==> src/hdl/ctb_pkg.sv <==
// Shared types and constants of the cascadable timer bank.
`default_nettype none

package ctb_pkg;

   // Item kinds carried in the kind field; code 3 is unused.
   typedef enum logic [1:0] {
      KIND_TICK  = 2'd0,
      KIND_READ  = 2'd1,
      KIND_WRITE = 2'd2
   } kind_type;

   // Register halves selected by reg_select.
   localparam logic REG_COUNTER = 1'b0;
   localparam logic REG_CONTROL = 1'b1;

   // Control byte layout.
   localparam logic [7:0] CTRL_KEEP        = 8'hC7;
   localparam int         CTRL_ENABLE_BIT  = 7;
   localparam int         CTRL_IRQ_BIT     = 6;
   localparam int         CTRL_CASCADE_BIT = 2;

   typedef struct packed {
      logic [1:0]  kind;
      logic [1:0]  timer_select;
      logic        reg_select;
      logic [15:0] write_data;
   } req_payload_type;

   typedef struct packed {
      logic [15:0] read_data;
      logic [3:0]  irq_mask;
   } rsp_payload_type;

   // Command from the top level to one timer cell.
   typedef struct packed {
      logic        tick;
      logic        wr_reload;
      logic        wr_control;
      logic [15:0] data;
   } cell_cmd_type;

   // Status from one timer cell back to the top level.
   typedef struct packed {
      logic [15:0] count;
      logic [7:0]  control;
      logic        irq;
   } cell_status_type;

   // Number of ticks per counter step for each prescaler select.
   function automatic logic [10:0] prescale_span(input logic [1:0] sel);
      logic [10:0] span;
      case (sel)
         2'd0:    span = 11'd1;
         2'd1:    span = 11'd64;
         2'd2:    span = 11'd256;
         2'd3:    span = 11'd1024;
         default: span = 11'd1;
      endcase
      return span;
   endfunction

endpackage

`default_nettype wire

==> src/hdl/ctb_cell.sv <==
// One timer cell: counter, reload, control byte and prescaler phase.
`default_nettype none

module ctb_cell
   import ctb_pkg::*;
(
   input  wire logic            clock,
   input  wire logic            reset,
   input  wire logic            cascade_capable,
   input  wire cell_cmd_type    cmd,
   input  wire logic            carry_in,
   output logic                 carry_out,
   output cell_status_type      status
);

   logic [15:0] count_ff,   count_in;
   logic [15:0] reload_ff,  reload_in;
   logic [7:0]  control_ff, control_in;
   logic [9:0]  phase_ff,   phase_in;

   logic        enable;
   logic        on_prescaler;
   logic        on_cascade;
   logic [10:0] phase_next;
   logic        phase_hit;
   logic        bump;
   logic        overflow;
   logic [7:0]  new_control;

   always_comb begin
      enable       = control_ff[CTRL_ENABLE_BIT];
      on_prescaler = enable && !(cascade_capable && control_ff[CTRL_CASCADE_BIT]);
      on_cascade   = enable && cascade_capable && control_ff[CTRL_CASCADE_BIT];
      phase_next   = {1'b0, phase_ff} + 11'd1;
      phase_hit    = phase_next >= prescale_span(control_ff[1:0]);
      bump         = cmd.tick && (on_prescaler ? phase_hit : (carry_in && on_cascade));
      overflow     = bump && (count_ff == 16'hFFFF);
      carry_out    = overflow;
      new_control  = cmd.data[7:0] & CTRL_KEEP;

      count_in   = count_ff;
      reload_in  = reload_ff;
      control_in = control_ff;
      phase_in   = phase_ff;

      if (cmd.tick && on_prescaler) begin
         phase_in = phase_hit ? 10'd0 : phase_next[9:0];
      end
      if (bump) begin
         if (overflow) begin
            count_in = reload_ff;
            phase_in = 10'd0;
         end else begin
            count_in = count_ff + 16'd1;
         end
      end
      if (cmd.wr_reload) begin
         reload_in = cmd.data;
      end
      if (cmd.wr_control) begin
         if (!enable && new_control[CTRL_ENABLE_BIT]) begin
            count_in = reload_ff;
         end
         control_in = new_control;
         phase_in   = 10'd0;
      end
   end

   always_ff @(posedge clock) begin
      if (reset) begin
         count_ff   <= '0;
         reload_ff  <= '0;
         control_ff <= '0;
         phase_ff   <= '0;
      end else begin
         count_ff   <= count_in;
         reload_ff  <= reload_in;
         control_ff <= control_in;
         phase_ff   <= phase_in;
      end
   end

   assign status.count   = count_ff;
   assign status.control = control_ff;
   assign status.irq     = overflow && control_ff[CTRL_IRQ_BIT];

endmodule

`default_nettype wire

==> src/hdl/ctb_out_buffer.sv <==
// Output register with a skid stage for the result channel.
`default_nettype none

module ctb_out_buffer
   import ctb_pkg::*;
(
   input  wire logic            clock,
   input  wire logic            reset,
   input  wire logic            in_valid,
   input  wire rsp_payload_type in_data,
   output logic                 full,
   output logic                 out_valid,
   output rsp_payload_type      out_data,
   input  wire logic            out_stall
);

   logic            out_valid_ff;
   logic            skid_valid_ff;
   rsp_payload_type out_data_ff;
   rsp_payload_type skid_data_ff;
   logic            out_take;

   assign out_take = out_valid_ff && !out_stall;

   always_ff @(posedge clock) begin
      if (reset) begin
         out_valid_ff  <= 1'b0;
         skid_valid_ff <= 1'b0;
      end else begin
         if (skid_valid_ff) begin
            if (out_take) begin
               out_data_ff   <= skid_data_ff;
               skid_valid_ff <= 1'b0;
            end
         end else if (in_valid) begin
            if (!out_valid_ff || out_take) begin
               out_data_ff  <= in_data;
               out_valid_ff <= 1'b1;
            end else begin
               skid_data_ff  <= in_data;
               skid_valid_ff <= 1'b1;
            end
         end else if (out_take) begin
            out_valid_ff <= 1'b0;
         end
      end
   end

   assign full      = skid_valid_ff;
   assign out_valid = out_valid_ff;
   assign out_data  = out_data_ff;

   // A held skid entry always sits behind a valid output.
   assert property (@(posedge clock) disable iff (reset) skid_valid_ff |-> out_valid_ff)
      else $error("skid entry held without a valid output");

   // No new result may arrive while the skid stage is occupied.
   assert property (@(posedge clock) disable iff (reset) !(in_valid && skid_valid_ff))
      else $error("result arrived while skid stage was full");

   // After a result arrives, the output is valid on the next cycle.
   assert property (@(posedge clock) disable iff (reset) in_valid |=> out_valid_ff)
      else $error("accepted result not presented");

   // A skid entry stays put until the output is taken.
   assert property (@(posedge clock) disable iff (reset)
                    (skid_valid_ff && !out_take) |=> skid_valid_ff)
      else $error("skid entry lost while output stalled");

endmodule

`default_nettype wire

==> src/hdl/cascadable_timer_bank_core.sv <==
// Top level of the cascadable timer bank: a chain of timer cells and a result buffer.
//
// The block holds TIMER_COUNT 16-bit up-counting timers. Each request transfer
// is a tick, a register read or a register write, and each one produces
// exactly one response transfer carrying read_data and irq_mask.
// A tick advances every prescaled timer; an overflow ripples along the chain
// of cells to the next count-up timer within the same tick, so a whole
// cascade settles in the same cycle as the tick.
// Reads return the counter (reg_select 0) or the control byte (reg_select 1).
// Writes set the reload value or the control byte; a control write restarts
// the prescaler and loads the counter from the reload value on a rising enable.
// Each response is registered in the output register or the skid stage, and the block
// takes one request transfer per cycle for as long as responses are taken.
// The response side has an output register plus a one-entry skid stage, so a
// request is still accepted in the cycle the receiver first stalls; req_stall
// rises only once the skid stage is occupied, and it is a registered signal.
// Synchronous reset clears all counters, reload values, control bytes and
// prescaler phases to zero and empties the response buffer.
`default_nettype none

module cascadable_timer_bank_core
   import ctb_pkg::*;
#(
   parameter int TIMER_COUNT = 4
) (
   input  wire logic            clock,
   input  wire logic            reset,
   input  wire logic            req_valid,
   output logic                 req_stall,
   input  wire req_payload_type req_payload,
   output logic                 rsp_valid,
   input  wire logic            rsp_stall,
   output rsp_payload_type      rsp_payload
);

   // Number of timers that can report an interrupt in the four-bit mask.
   localparam int IRQ_TIMERS = (TIMER_COUNT < 4) ? TIMER_COUNT : 4;

   logic            req_accept;
   logic            is_tick;
   logic            is_read;
   logic            is_write;
   logic            buffer_full;
   rsp_payload_type result;

   // carry[i] is the overflow of cell i-1 into cell i; cell 0 sees no carry.
   logic [TIMER_COUNT:0]   carry;
   logic [TIMER_COUNT-1:0] sel_hit;
   cell_cmd_type           cell_cmd    [TIMER_COUNT];
   cell_status_type        cell_status [TIMER_COUNT];

   assign req_stall  = buffer_full;
   assign req_accept = req_valid && !req_stall;
   assign is_tick    = req_payload.kind == KIND_TICK;
   assign is_read    = req_payload.kind == KIND_READ;
   assign is_write   = req_payload.kind == KIND_WRITE;
   assign carry[0]   = 1'b0;

   for (genvar i = 0; i < TIMER_COUNT; i++) begin : g_cell
      // Timers beyond the reach of timer_select are never addressed.
      assign sel_hit[i] = 32'(req_payload.timer_select) == 32'(i);

      always_comb begin
         cell_cmd[i].tick       = req_accept && is_tick;
         cell_cmd[i].wr_reload  = req_accept && is_write && sel_hit[i] &&
                                  (req_payload.reg_select == REG_COUNTER);
         cell_cmd[i].wr_control = req_accept && is_write && sel_hit[i] &&
                                  (req_payload.reg_select == REG_CONTROL);
         cell_cmd[i].data       = req_payload.write_data;
      end

      // Timer 0 always runs from its prescaler, whatever its count-up bit says.
      ctb_cell u_cell (
         .clock           (clock),
         .reset           (reset),
         .cascade_capable (1'(i != 0)),
         .cmd             (cell_cmd[i]),
         .carry_in        (carry[i]),
         .carry_out       (carry[i+1]),
         .status          (cell_status[i])
      );
   end

   // The read mux and the interrupt mask are built from the cell status words
   // sampled before this item's update, matching the order of the behavior.
   always_comb begin
      result = '0;
      for (int i = 0; i < TIMER_COUNT; i++) begin
         if (is_read && sel_hit[i]) begin
            result.read_data = result.read_data |
               ((req_payload.reg_select == REG_CONTROL) ?
                {8'd0, cell_status[i].control} : cell_status[i].count);
         end
      end
      // Only the four lowest timers report interrupts.
      for (int i = 0; i < IRQ_TIMERS; i++) begin
         result.irq_mask[i] = cell_status[i].irq;
      end
      if (!is_tick) begin
         result.irq_mask = '0;
      end
   end

   ctb_out_buffer u_out_buffer (
      .clock     (clock),
      .reset     (reset),
      .in_valid  (req_accept),
      .in_data   (result),
      .full      (buffer_full),
      .out_valid (rsp_valid),
      .out_data  (rsp_payload),
      .out_stall (rsp_stall)
   );

   // Interrupts are only ever reported on a tick.
   assert property (@(posedge clock) disable iff (reset)
                    (!is_tick) |-> (result.irq_mask == 4'd0))
      else $error("interrupt reported outside a tick");

   // A read result is zero on anything that is not a read.
   assert property (@(posedge clock) disable iff (reset)
                    (!is_read) |-> (result.read_data == 16'd0))
      else $error("read data driven outside a read");

   // After every accepted request, a response is valid on the next cycle.
   assert property (@(posedge clock) disable iff (reset) req_accept |=> rsp_valid)
      else $error("accepted request produced no response");

endmodule

`default_nettype wire
==> config.mk <==
export PLATFORM = sky130hd
export DESIGN_NAME = cascadable_timer_bank_core
export DESIGN_NICKNAME = d
export VERILOG_FILES = /design/src/hdl/ctb_pkg.sv /design/src/hdl/ctb_cell.sv /design/src/hdl/ctb_out_buffer.sv /design/src/hdl/cascadable_timer_bank_core.sv
export SDC_FILE = /design/constraint.sdc
export NUM_CORES = 1
export LEC_CHECK = 0
export BUFFER_PORTS_ARGS = -buffer_cell sky130_fd_sc_hd__buf_2
export CORE_MARGIN = 5
export CORE_UTILIZATION = 55
export DETAILED_ROUTE_END_ITERATION = 12
export PLACE_DENSITY = 0.78
export SLEW_MARGIN = 40
export SYNTH_ARGS = -nofsm -noshare
export SYNTH_HDL_FRONTEND = slang
export SYNTH_SLANG_ARGS = --single-unit
export TNS_END_PERCENT = 100
==> constraint.sdc <==
create_clock -name clock -period 7.75 [get_ports clock]
set_input_delay 0.3875 -clock clock [delete_from_list [all_inputs] [get_ports clock]]
set_output_delay 0.3875 -clock clock [all_outputs]
set_load 0.02 [all_outputs]
==> impl_metrics.prom, run 1 <==
# TYPE chip_impl_metric gauge
chip_impl_metric{name="synthCells",unit=""} 1459
chip_impl_metric{name="timing.final.hold_violations",unit=""} 0
chip_impl_info{name="r2r_start",value="g_cell[0].u_cell.phase_ff[0]$_SDFF_PP0_"} 1
chip_impl_info{name="min_delay_endpoint",value="g_cell[0].u_cell.reload_ff[10]$_SDFFE_PP0P_"} 1
chip_impl_metric{name="all_layer_global_routing_usage",unit="%"} 25.9
chip_impl_metric{name="postSynthRegisterBits",unit=""} 230
chip_impl_metric{name="cts_buffers",unit=""} 24
chip_impl_metric{name="start_util",unit="%"} 55.5
chip_impl_metric{name="finalWirelength",unit="microns"} 32700
chip_impl_metric{name="detail_route.vias_per_cell",unit=""} 6.21
chip_impl_metric{name="hpwlAfterDp",unit="microns"} 22800
chip_impl_metric{name="synthArstFlopShare",unit="%"} 0
chip_impl_info{name="root_buffer",value="sky130_fd_sc_hd__clkbuf_16"} 1
chip_impl_metric{name="vdd.ir_drop.worst",unit="mV"} 0.153
chip_impl_metric{name="final_max_slew_viols",unit=""} 0
chip_impl_info{name="synth_top_area_cell",value="sky130_fd_sc_hd__dfxtp_1"} 1
chip_impl_metric{name="reported_leakage_power",unit="uW"} 0.00482
chip_impl_metric{name="clock_latency_of_the_later_clocked_register_in_the_worst_skew_pair",unit="ps"} 530
chip_impl_info{name="hold_wc_startpoint",value="req_payload[10]"} 1
chip_impl_info{name="kind_of_start_point_of_the_critical_path",value="flop"} 1
chip_impl_metric{name="die_width",unit="microns"} 158
chip_impl_info{name="yosys-top-cells-area",value="sky130_fd_sc_hd__dfxtp_1, sky130_fd_sc_hd__edfxtp_1, sky130_fd_sc_hd__nand2_1"} 1
chip_impl_metric{name="cell_depth_of_the_worst_flop_to_flop_path",unit=""} 15
chip_impl_metric{name="numClockSinks",unit=""} 230
chip_impl_metric{name="netlist.area_leader.share",unit="%"} 31.5
chip_impl_metric{name="synth-warning-count",unit=""} 0
chip_impl_metric{name="maximum_number_of_pins_on_one_net_before_global_route_repair",unit=""} 90
chip_impl_metric{name="postCtsSetupRepairBufs",unit=""} 0
chip_impl_info{name="postSynth.topFlopCell",value="sky130_fd_sc_hd__dfxtp_1"} 1
chip_impl_metric{name="setup_viol_count_final",unit=""} 0
chip_impl_metric{name="post-route-util",unit="%"} 61.5
chip_impl_metric{name="vias",unit=""} 10987
chip_impl_metric{name="clock-skew-final",unit="ps"} 17.2
chip_impl_metric{name="drtPass1Iterations",unit=""} 5
chip_impl_metric{name="tightestPinTransition",unit="ps"} 883
chip_impl_metric{name="maxCapViolCount",unit=""} 0
chip_impl_metric{name="postSynthNetCount",unit=""} 1508
chip_impl_metric{name="port_buffers",unit=""} 46
chip_impl_metric{name="cts.hold.buffers_added",unit=""} 0
chip_impl_metric{name="antenna_found_initial",unit=""} 1
chip_impl_metric{name="setup_total_negative_slack",unit="ps"} 0
chip_impl_metric{name="sequential_fraction_of_the_synthesis_area",unit="%"} 41.4
chip_impl_metric{name="gp_congestion",unit=""} 0.957
chip_impl_metric{name="wl_per_cell",unit="microns"} 18.5
chip_impl_metric{name="fin_crit_sh",unit="%"} 61.2
chip_impl_info{name="result_of_the_run",value="complete, no violations"} 1
chip_impl_metric{name="biggest_cell_delay_along_the_critical_path",unit="ps"} 550
chip_impl_info{name="hold_path.class",value="input port to flop"} 1
chip_impl_metric{name="cp.arrival",unit="ps"} 5160
chip_impl_metric{name="final_layout_size_suffix_gt1_share",unit="%"} 11.0
chip_impl_metric{name="first_global_vias",unit=""} 10272
chip_impl_info{name="timing.critical_path.cells",value="ha_1 > and3_4 > and3_1 > and3_1 > xor2_1 > ha_1 > o211ai_1 > nor3_1 > nor2b_4 > or4b_1 > a31oi_4 > o31ai_4 > buf_6 > a21oi_2 > o311ai_0"} 1
chip_impl_metric{name="coreArea",unit="sq mm"} 0.0218
chip_impl_metric{name="design.portCount",unit=""} 47
chip_impl_metric{name="worstPathMaxFanout",unit=""} 15
chip_impl_metric{name="grt_pass1_wl",unit="microns"} 52800
chip_impl_metric{name="area_growth_syn_to_layout",unit="%"} 10.8
chip_impl_metric{name="worst_ep_required_time",unit="ps"} 8170
chip_impl_metric{name="post-route-min-period",unit="ps"} 4740
chip_impl_metric{name="fp-row-count",unit=""} 54
chip_impl_info{name="tritoncts",value="done"} 1
chip_impl_metric{name="synthesis.area",unit="sq mm"} 0.0121
chip_impl_info{name="rsz0062_at_grt",value="false"} 1
chip_impl_metric{name="die_area",unit="sq mm"} 0.0250
chip_impl_metric{name="layout.cell_area.non_filler",unit="sq mm"} 0.0134
chip_impl_info{name="capture_point_of_the_worst_reg_to_reg_path",value="g_cell[3].u_cell.count_ff[4]$_SDFF_PP0_"} 1
chip_impl_info{name="critical_path_class",value="flop to flop"} 1
chip_impl_metric{name="ant_nets",unit=""} 0
chip_impl_metric{name="postPlaceCellArea",unit="sq mm"} 0.0125
chip_impl_info{name="critical_path.endpoint_type",value="flop"} 1
chip_impl_metric{name="grt_overflow",unit=""} 0
chip_impl_metric{name="timing.fmax",unit="MHz"} 211
chip_impl_metric{name="p_per_area",unit="mW/mm^2"} 195
chip_impl_metric{name="drtIter0Drc",unit=""} 1153
chip_impl_metric{name="r2r_slack",unit="ps"} 3010
chip_impl_metric{name="postCtsResizedCells",unit=""} 0
chip_impl_info{name="post-synth-top-count-cell",value="sky130_fd_sc_hd__nand2_1"} 1
chip_impl_metric{name="synth-edff-count",unit=""} 40
chip_impl_metric{name="whs_path_depth",unit=""} 3
chip_impl_metric{name="layout.nets",unit=""} 1518
chip_impl_metric{name="drc",unit=""} 0
chip_impl_metric{name="synthDistinctLibCells",unit=""} 86
chip_impl_info{name="synth.top_cells.by_count",value="sky130_fd_sc_hd__nand2_1, sky130_fd_sc_hd__dfxtp_1, sky130_fd_sc_hd__a21oi_1"} 1
chip_impl_metric{name="clk_path_buf_depth",unit=""} 3
chip_impl_metric{name="clk_pin_slew",unit="ps"} 70
chip_impl_metric{name="clock_tree.htree_level_count",unit=""} 1
chip_impl_metric{name="die_y",unit="microns"} 158
chip_impl_metric{name="timing.slew.headroom",unit="%"} 40.3
chip_impl_info{name="crit_path_top_delay_cell",value="sky130_fd_sc_hd__o31ai_4"} 1
chip_impl_metric{name="syn_avg_cell_area",unit="sq um"} 8.28
[worst max path at each step]
| stage | depth (start not counted) | from | slack [ps] | endpoint |
|---|---|---|---|---|
| final | 15 | g_cell[0].u_cell.phase_ff[0]$_SDFF_PP0_ | 3010 | g_cell[3].u_cell.count_ff[4]$_SDFF_PP0_ |
| after global routing | 15 | g_cell[0].u_cell.phase_ff[0]$_SDFF_PP0_ | 2660 | g_cell[3].u_cell.count_ff[4]$_SDFF_PP0_ |
| after CTS | 14 | g_cell[0].u_cell.phase_ff[0]$_SDFF_PP0_ | 2770 | g_cell[3].u_cell.phase_ff[8]$_SDFF_PP0_ |
| after detailed placement | 14 | g_cell[0].u_cell.phase_ff[0]$_SDFF_PP0_ | 2800 | g_cell[3].u_cell.phase_ff[5]$_SDFF_PP0_ |
| after global placement | 14 | g_cell[0].u_cell.phase_ff[0]$_SDFF_PP0_ | 2780 | g_cell[3].u_cell.count_ff[1]$_SDFF_PP0_ |
| after floorplan | 16 | g_cell[0].u_cell.phase_ff[0]$_SDFF_PP0_ | 4130 | u_out_buffer.out_data[3]$_DFFE_PP_ |
[cells in the final DEF (no fill, tap or decap), drive strengths merged, types with 35 or more instances in the layout]
cell type / instances
a21oi: 149
a22oi: 35
buf: 60
dfxtp: 190
edfxtp: 40
mux2i: 47
nand2: 232
nand3: 47
nor2: 146
nor3: 43
o21ai: 82
[power breakdown]
group	switching, uW	internal, uW
sequential	8.77	1220
combinational	72.8	29.2
clock	503	771
[flip-flops by register name, indices dropped and copies added (netlist names)]
signal / flops
g_cell.u_cell.count_ff: 64
g_cell.u_cell.reload_ff: 64
g_cell.u_cell.phase_ff: 40
g_cell.u_cell.control_ff: 20
u_out_buffer.out_data: 20
u_out_buffer.skid_data_ff: 20
u_out_buffer.full: 1
u_out_buffer.out_valid: 1
[stage by stage]
stage	setup slack (ps)	hold slack, ps	cells	power, uW
after floorplan	4130	425	1459	1320
after global placement	2780	440	1719	1360
after detailed placement	2800	444	1722	1360
after CTS	2770	128	1766	2620
after global routing	2660	137	1768	2680
final	3010	141	1768	2610
[critical path, delay by kind of cell, from the launching register on]
family | cells | cell delay [ps]
adders and majority gates | 2 | 620
buffers and inverters | 1 | 240
xor gates and xnor gates | 1 | 90
and+or+nand+nor | 6 | 1790
DFF | 1 | 540
AOI/OAI and AO/OA | 5 | 1340
[final cells by class]
type | instances | area, sq um
diodes | 1 | 2.50
clock buffers | 30 | 653
clock inverters | 14 | 223
fillers | 1902 | 8380
inverters | 19 | 71.3
multi-input cells | 1134 | 6720
flip-flops and latches | 230 | 5010
well taps | 280 | 350
repair buffers | 60 | 349
[cells by family (layout without fill, tap and decap cells)]
group,Yosys count,count (layout),share of synthesized area (%)
buffers and inverters,95,123,3.37
muxes,63,63,5.39
xor gates and xnor gates,37,37,2.68
and+or+nand+nor,631,631,25.1
AOI/OAI and AO/OA,379,379,19.5
DFF,230,230,41.4
adders and majority gates,24,24,2.49
other,0,1,0
[layer usage]
layer / global-route usage, % / vias to the layer above / part of all wire, %
li1: - / 5309 / -
met2: 42.0 / 467 / 45
met5: 0 / - / 0
met1: 35.7 / 5130 / 43
met4: 8.85 / 0 / 3.3
met3: 3.75 / 81 / 8.2
Note: power is estimated with default switching activity, not from simulation.
==> run 2: changes to the inputs <==
==> constraint.sdc (replaced) <==
create_clock -name clock -period 4.8 [get_ports clock]
set_input_delay 0.24 -clock clock [delete_from_list [all_inputs] [get_ports clock]]
set_output_delay 0.24 -clock clock [all_outputs]
set_load 0.02 [all_outputs]
==> impl_metrics.prom, run 2 (synthesis gave the netlist of run 1 again) <==
# TYPE chip_impl_metric gauge
chip_impl_metric{name="final_critical_path_setup_slack",unit="ps"} 535
chip_impl_metric{name="numClockSinks",unit=""} 230
chip_impl_metric{name="maximum_number_of_pins_on_one_net_before_global_route_repair",unit=""} 71
chip_impl_info{name="reg.largest.list",value="g_cell.u_cell.count_ff (64), g_cell.u_cell.reload_ff (64), g_cell.u_cell.phase_ff (40)"} 1
chip_impl_metric{name="postPlaceCellArea",unit="sq mm"} 0.0125
chip_impl_metric{name="switching_share",unit="%"} 22.0
chip_impl_info{name="critical_path.endpoint_type",value="flop"} 1
chip_impl_metric{name="detail_route.vias_per_cell",unit=""} 6.27
chip_impl_metric{name="clock_tree.htree_level_count",unit=""} 1
chip_impl_metric{name="biggest_cell_delay_along_the_critical_path",unit="ps"} 580
chip_impl_metric{name="sequentialPowerShare",unit="%"} 47.3
chip_impl_metric{name="antenna_found_initial",unit=""} 1
chip_impl_metric{name="layout.cell_area.non_filler",unit="sq mm"} 0.0134
chip_impl_metric{name="clk_path_buf_depth",unit=""} 3
chip_impl_metric{name="r2r_slack",unit="ps"} 530
chip_impl_metric{name="die_y",unit="microns"} 158
chip_impl_info{name="r2r_start",value="g_cell[0].u_cell.phase_ff[0]$_SDFF_PP0_"} 1
chip_impl_info{name="crit_path_top_delay_cell",value="sky130_fd_sc_hd__or4b_1"} 1
chip_impl_metric{name="post-route-min-period",unit="ps"} 4270
chip_impl_metric{name="drc",unit=""} 0
chip_impl_metric{name="setup_viol_count_final",unit=""} 0
chip_impl_metric{name="fp-row-count",unit=""} 54
chip_impl_metric{name="p_per_area",unit="mW/mm^2"} 312
chip_impl_metric{name="grt_overflow",unit=""} 0
chip_impl_info{name="mostFrequentLayoutCells",value="sky130_fd_sc_hd__nand2_1, sky130_fd_sc_hd__dfxtp_1, sky130_fd_sc_hd__a21oi_1, sky130_fd_sc_hd__nor2_1, sky130_fd_sc_hd__o21ai_0"} 1
chip_impl_metric{name="place_worst_setup_slack",unit="ps"} 587
chip_impl_info{name="root_buffer",value="sky130_fd_sc_hd__clkbuf_16"} 1
chip_impl_metric{name="share_clk_of_total_power",unit="%"} 48.5
chip_impl_metric{name="drtIter0Drc",unit=""} 1126
chip_impl_metric{name="vdd.ir_drop.worst",unit="mV"} 0.232
chip_impl_metric{name="total_net_switching_power",unit="uW"} 924
chip_impl_metric{name="cell_internal_pwr",unit="uW"} 3280
chip_impl_metric{name="worst_ep_required_time",unit="ps"} 5180
chip_impl_metric{name="timing.fmax",unit="MHz"} 234
chip_impl_metric{name="final_max_slew_viols",unit=""} 0
chip_impl_metric{name="maxCapViolCount",unit=""} 0
chip_impl_info{name="tritoncts",value="done"} 1
chip_impl_metric{name="cp.arrival",unit="ps"} 4650
chip_impl_metric{name="all_layer_global_routing_usage",unit="%"} 25.8
chip_impl_metric{name="critical_path_buf_inv_count",unit=""} 1
chip_impl_metric{name="layout.nets",unit=""} 1527
chip_impl_info{name="cp-startpoint",value="g_cell[0].u_cell.phase_ff[0]$_SDFF_PP0_"} 1
chip_impl_metric{name="fillCellCount",unit=""} 1869
chip_impl_metric{name="timing.final.hold_violations",unit=""} 0
chip_impl_metric{name="wl_per_cell",unit="microns"} 18.4
chip_impl_metric{name="final_layout_size_suffix_gt1_share",unit="%"} 11.1
chip_impl_metric{name="cell_depth_of_the_worst_flop_to_flop_path",unit=""} 15
chip_impl_info{name="critical_path_class",value="flop to flop"} 1
chip_impl_info{name="most_frequent_cp_cell",value="sky130_fd_sc_hd__and3_1"} 1
chip_impl_metric{name="postCtsResizedCells",unit=""} 0
chip_impl_metric{name="gp_congestion",unit=""} 0.935
chip_impl_metric{name="timing.slew.headroom",unit="%"} 43.5
chip_impl_metric{name="ant_nets",unit=""} 0
chip_impl_metric{name="clock_latency_of_the_later_clocked_register_in_the_worst_skew_pair",unit="ps"} 540
chip_impl_metric{name="design.portCount",unit=""} 47
chip_impl_metric{name="die_width",unit="microns"} 158
chip_impl_info{name="result_of_the_run",value="complete, no violations"} 1
chip_impl_metric{name="setup_total_negative_slack",unit="ps"} 0
chip_impl_info{name="kind_of_start_point_of_the_critical_path",value="flop"} 1
chip_impl_metric{name="drtPass1Iterations",unit=""} 7
chip_impl_metric{name="clk_pin_slew",unit="ps"} 60
chip_impl_metric{name="die_area",unit="sq mm"} 0.0250
chip_impl_metric{name="fraction_of_power_consumed_by_combinational_cells",unit="%"} 4.1
chip_impl_metric{name="worstPathMaxFanout",unit=""} 28
chip_impl_metric{name="fin_crit_sh",unit="%"} 88.9
chip_impl_info{name="final_common_cell",value="sky130_fd_sc_hd__nand2_1"} 1
chip_impl_metric{name="final_cells",unit=""} 1778
chip_impl_metric{name="area_growth_syn_to_layout",unit="%"} 11.3
chip_impl_metric{name="first_global_vias",unit=""} 10138
chip_impl_info{name="rsz0062_at_grt",value="false"} 1
chip_impl_metric{name="start_util",unit="%"} 55.5
chip_impl_metric{name="reported_leakage_power",unit="uW"} 0.00486
chip_impl_metric{name="hpwlAfterDp",unit="microns"} 23000
chip_impl_info{name="hold_wc_startpoint",value="req_payload[13]"} 1
chip_impl_metric{name="tightestPinTransition",unit="ps"} 847
chip_impl_info{name="timing.critical_path.cells",value="ha_1 > and3_4 > and3_1 > and3_1 > and3_1 > ha_1 > o211ai_1 > nor3_1 > nor2b_4 > or4b_1 > a31oi_4 > buf_4 > o21a_1 > nand2b_1 > a21oi_1"} 1
chip_impl_metric{name="coreArea",unit="sq mm"} 0.0218
chip_impl_metric{name="finalWirelength",unit="microns"} 32700
chip_impl_metric{name="cts_buffers",unit=""} 25
chip_impl_info{name="min_delay_endpoint",value="g_cell[1].u_cell.reload_ff[13]$_SDFFE_PP0P_"} 1
chip_impl_metric{name="grt_pass1_wl",unit="microns"} 52900
chip_impl_info{name="hold_path.class",value="input port to flop"} 1
chip_impl_metric{name="whs_path_depth",unit=""} 3
chip_impl_metric{name="clock-skew-final",unit="ps"} 23.0
chip_impl_metric{name="numPlacedInstances",unit=""} 1725
chip_impl_metric{name="vias",unit=""} 11148
chip_impl_metric{name="port_buffers",unit=""} 46
chip_impl_info{name="capture_point_of_the_worst_reg_to_reg_path",value="g_cell[2].u_cell.count_ff[4]$_SDFF_PP0_"} 1
chip_impl_info{name="cpLargestDelayFamily",value="simple AND/OR/NAND/NOR gates"} 1
==> run 2: cell types whose count changed in the layout (fill, tap and decap cells not counted), sizes merged <==
cell         change
dlygate4sd3      +6
clkinv           +5
buf              +2
clkbuf           -2
inv              -1
==> run 2: repair_timing <==
item / CTS / global route
hold buffers: 6 / 0
endpoints found under the hold margin: 16 / 0
setup endpoints to repair: 0 / 0
setup buffers: 0 / 0
==> run 2: tightest hold or removal path, delay by kind of cell <==
kind / cells / cell delay (ps)
buffers and inverters: 1 / 140
AOI/OAI and AO/OA: 1 / 50
and+or+nand+nor: 1 / 70
==> run 2: final cells by class <==
| type | count | area (sq um) | area share, % |
|---|---|---|---|
| multi-input combinational | 1134 | 6730 | 50.1 |
| sequential | 230 | 5000 | 37.2 |
| clock buffer | 28 | 657 | 4.89 |
| timing repair buffer | 68 | 415 | 3.09 |
| tap | 280 | 350 | 2.61 |
| clock inverter | 18 | 214 | 1.59 |
| inverter | 19 | 71.3 | 0.530 |
| antenna | 1 | 2.50 | 0.0186 |
==> run 2: worst max path at each step <==
stage,endpoint,slack [ps],depth (start not counted)
6_report,g_cell[2].u_cell.count_ff[4]$_SDFF_PP0_,530,15
3_3_place_gp,g_cell[2].u_cell.count_ff[9]$_SDFF_PP0_,720,15
5_1_grt,g_cell[3].u_cell.phase_ff[5]$_SDFF_PP0_,270,14
4_1_cts,g_cell[2].u_cell.count_ff[4]$_SDFF_PP0_,570,15
3_5_place_dp,g_cell[2].u_cell.count_ff[4]$_SDFF_PP0_,590,15
2_1_floorplan,u_out_buffer.out_data[3]$_DFFE_PP_,1180,16
==> run 2: through the flow <==
stage                     power (uW)  util, %  hold WS [ps]
after floorplan                 2130        -           376
after global placement          2190     57.2           438
after detailed placement        2200     57.4           444
after CTS                       4230     61.7          1.28
after global routing            4320     61.8          6.45
final                           4200     61.8          15.7
==> run 2: power by group through the flow <==
stage	Clock (uW)	Combinational (uW)	Sequential [uW]
floorplan	0	92.4	2040
finish	2040	173	1990
CTS	2080	171	1990
global placement	0	160	2030
global route	2150	186	1990
detailed placement	0	166	2030
==> run 2: layer usage <==
metal,part of all wire (%),vias up,GRT usage [%]
met5,0,-,0
li1,-,5312,-
met3,9.2,63,3.80
met2,46,490,41.3
met4,2.3,0,7.92
met1,42,5283,36.2
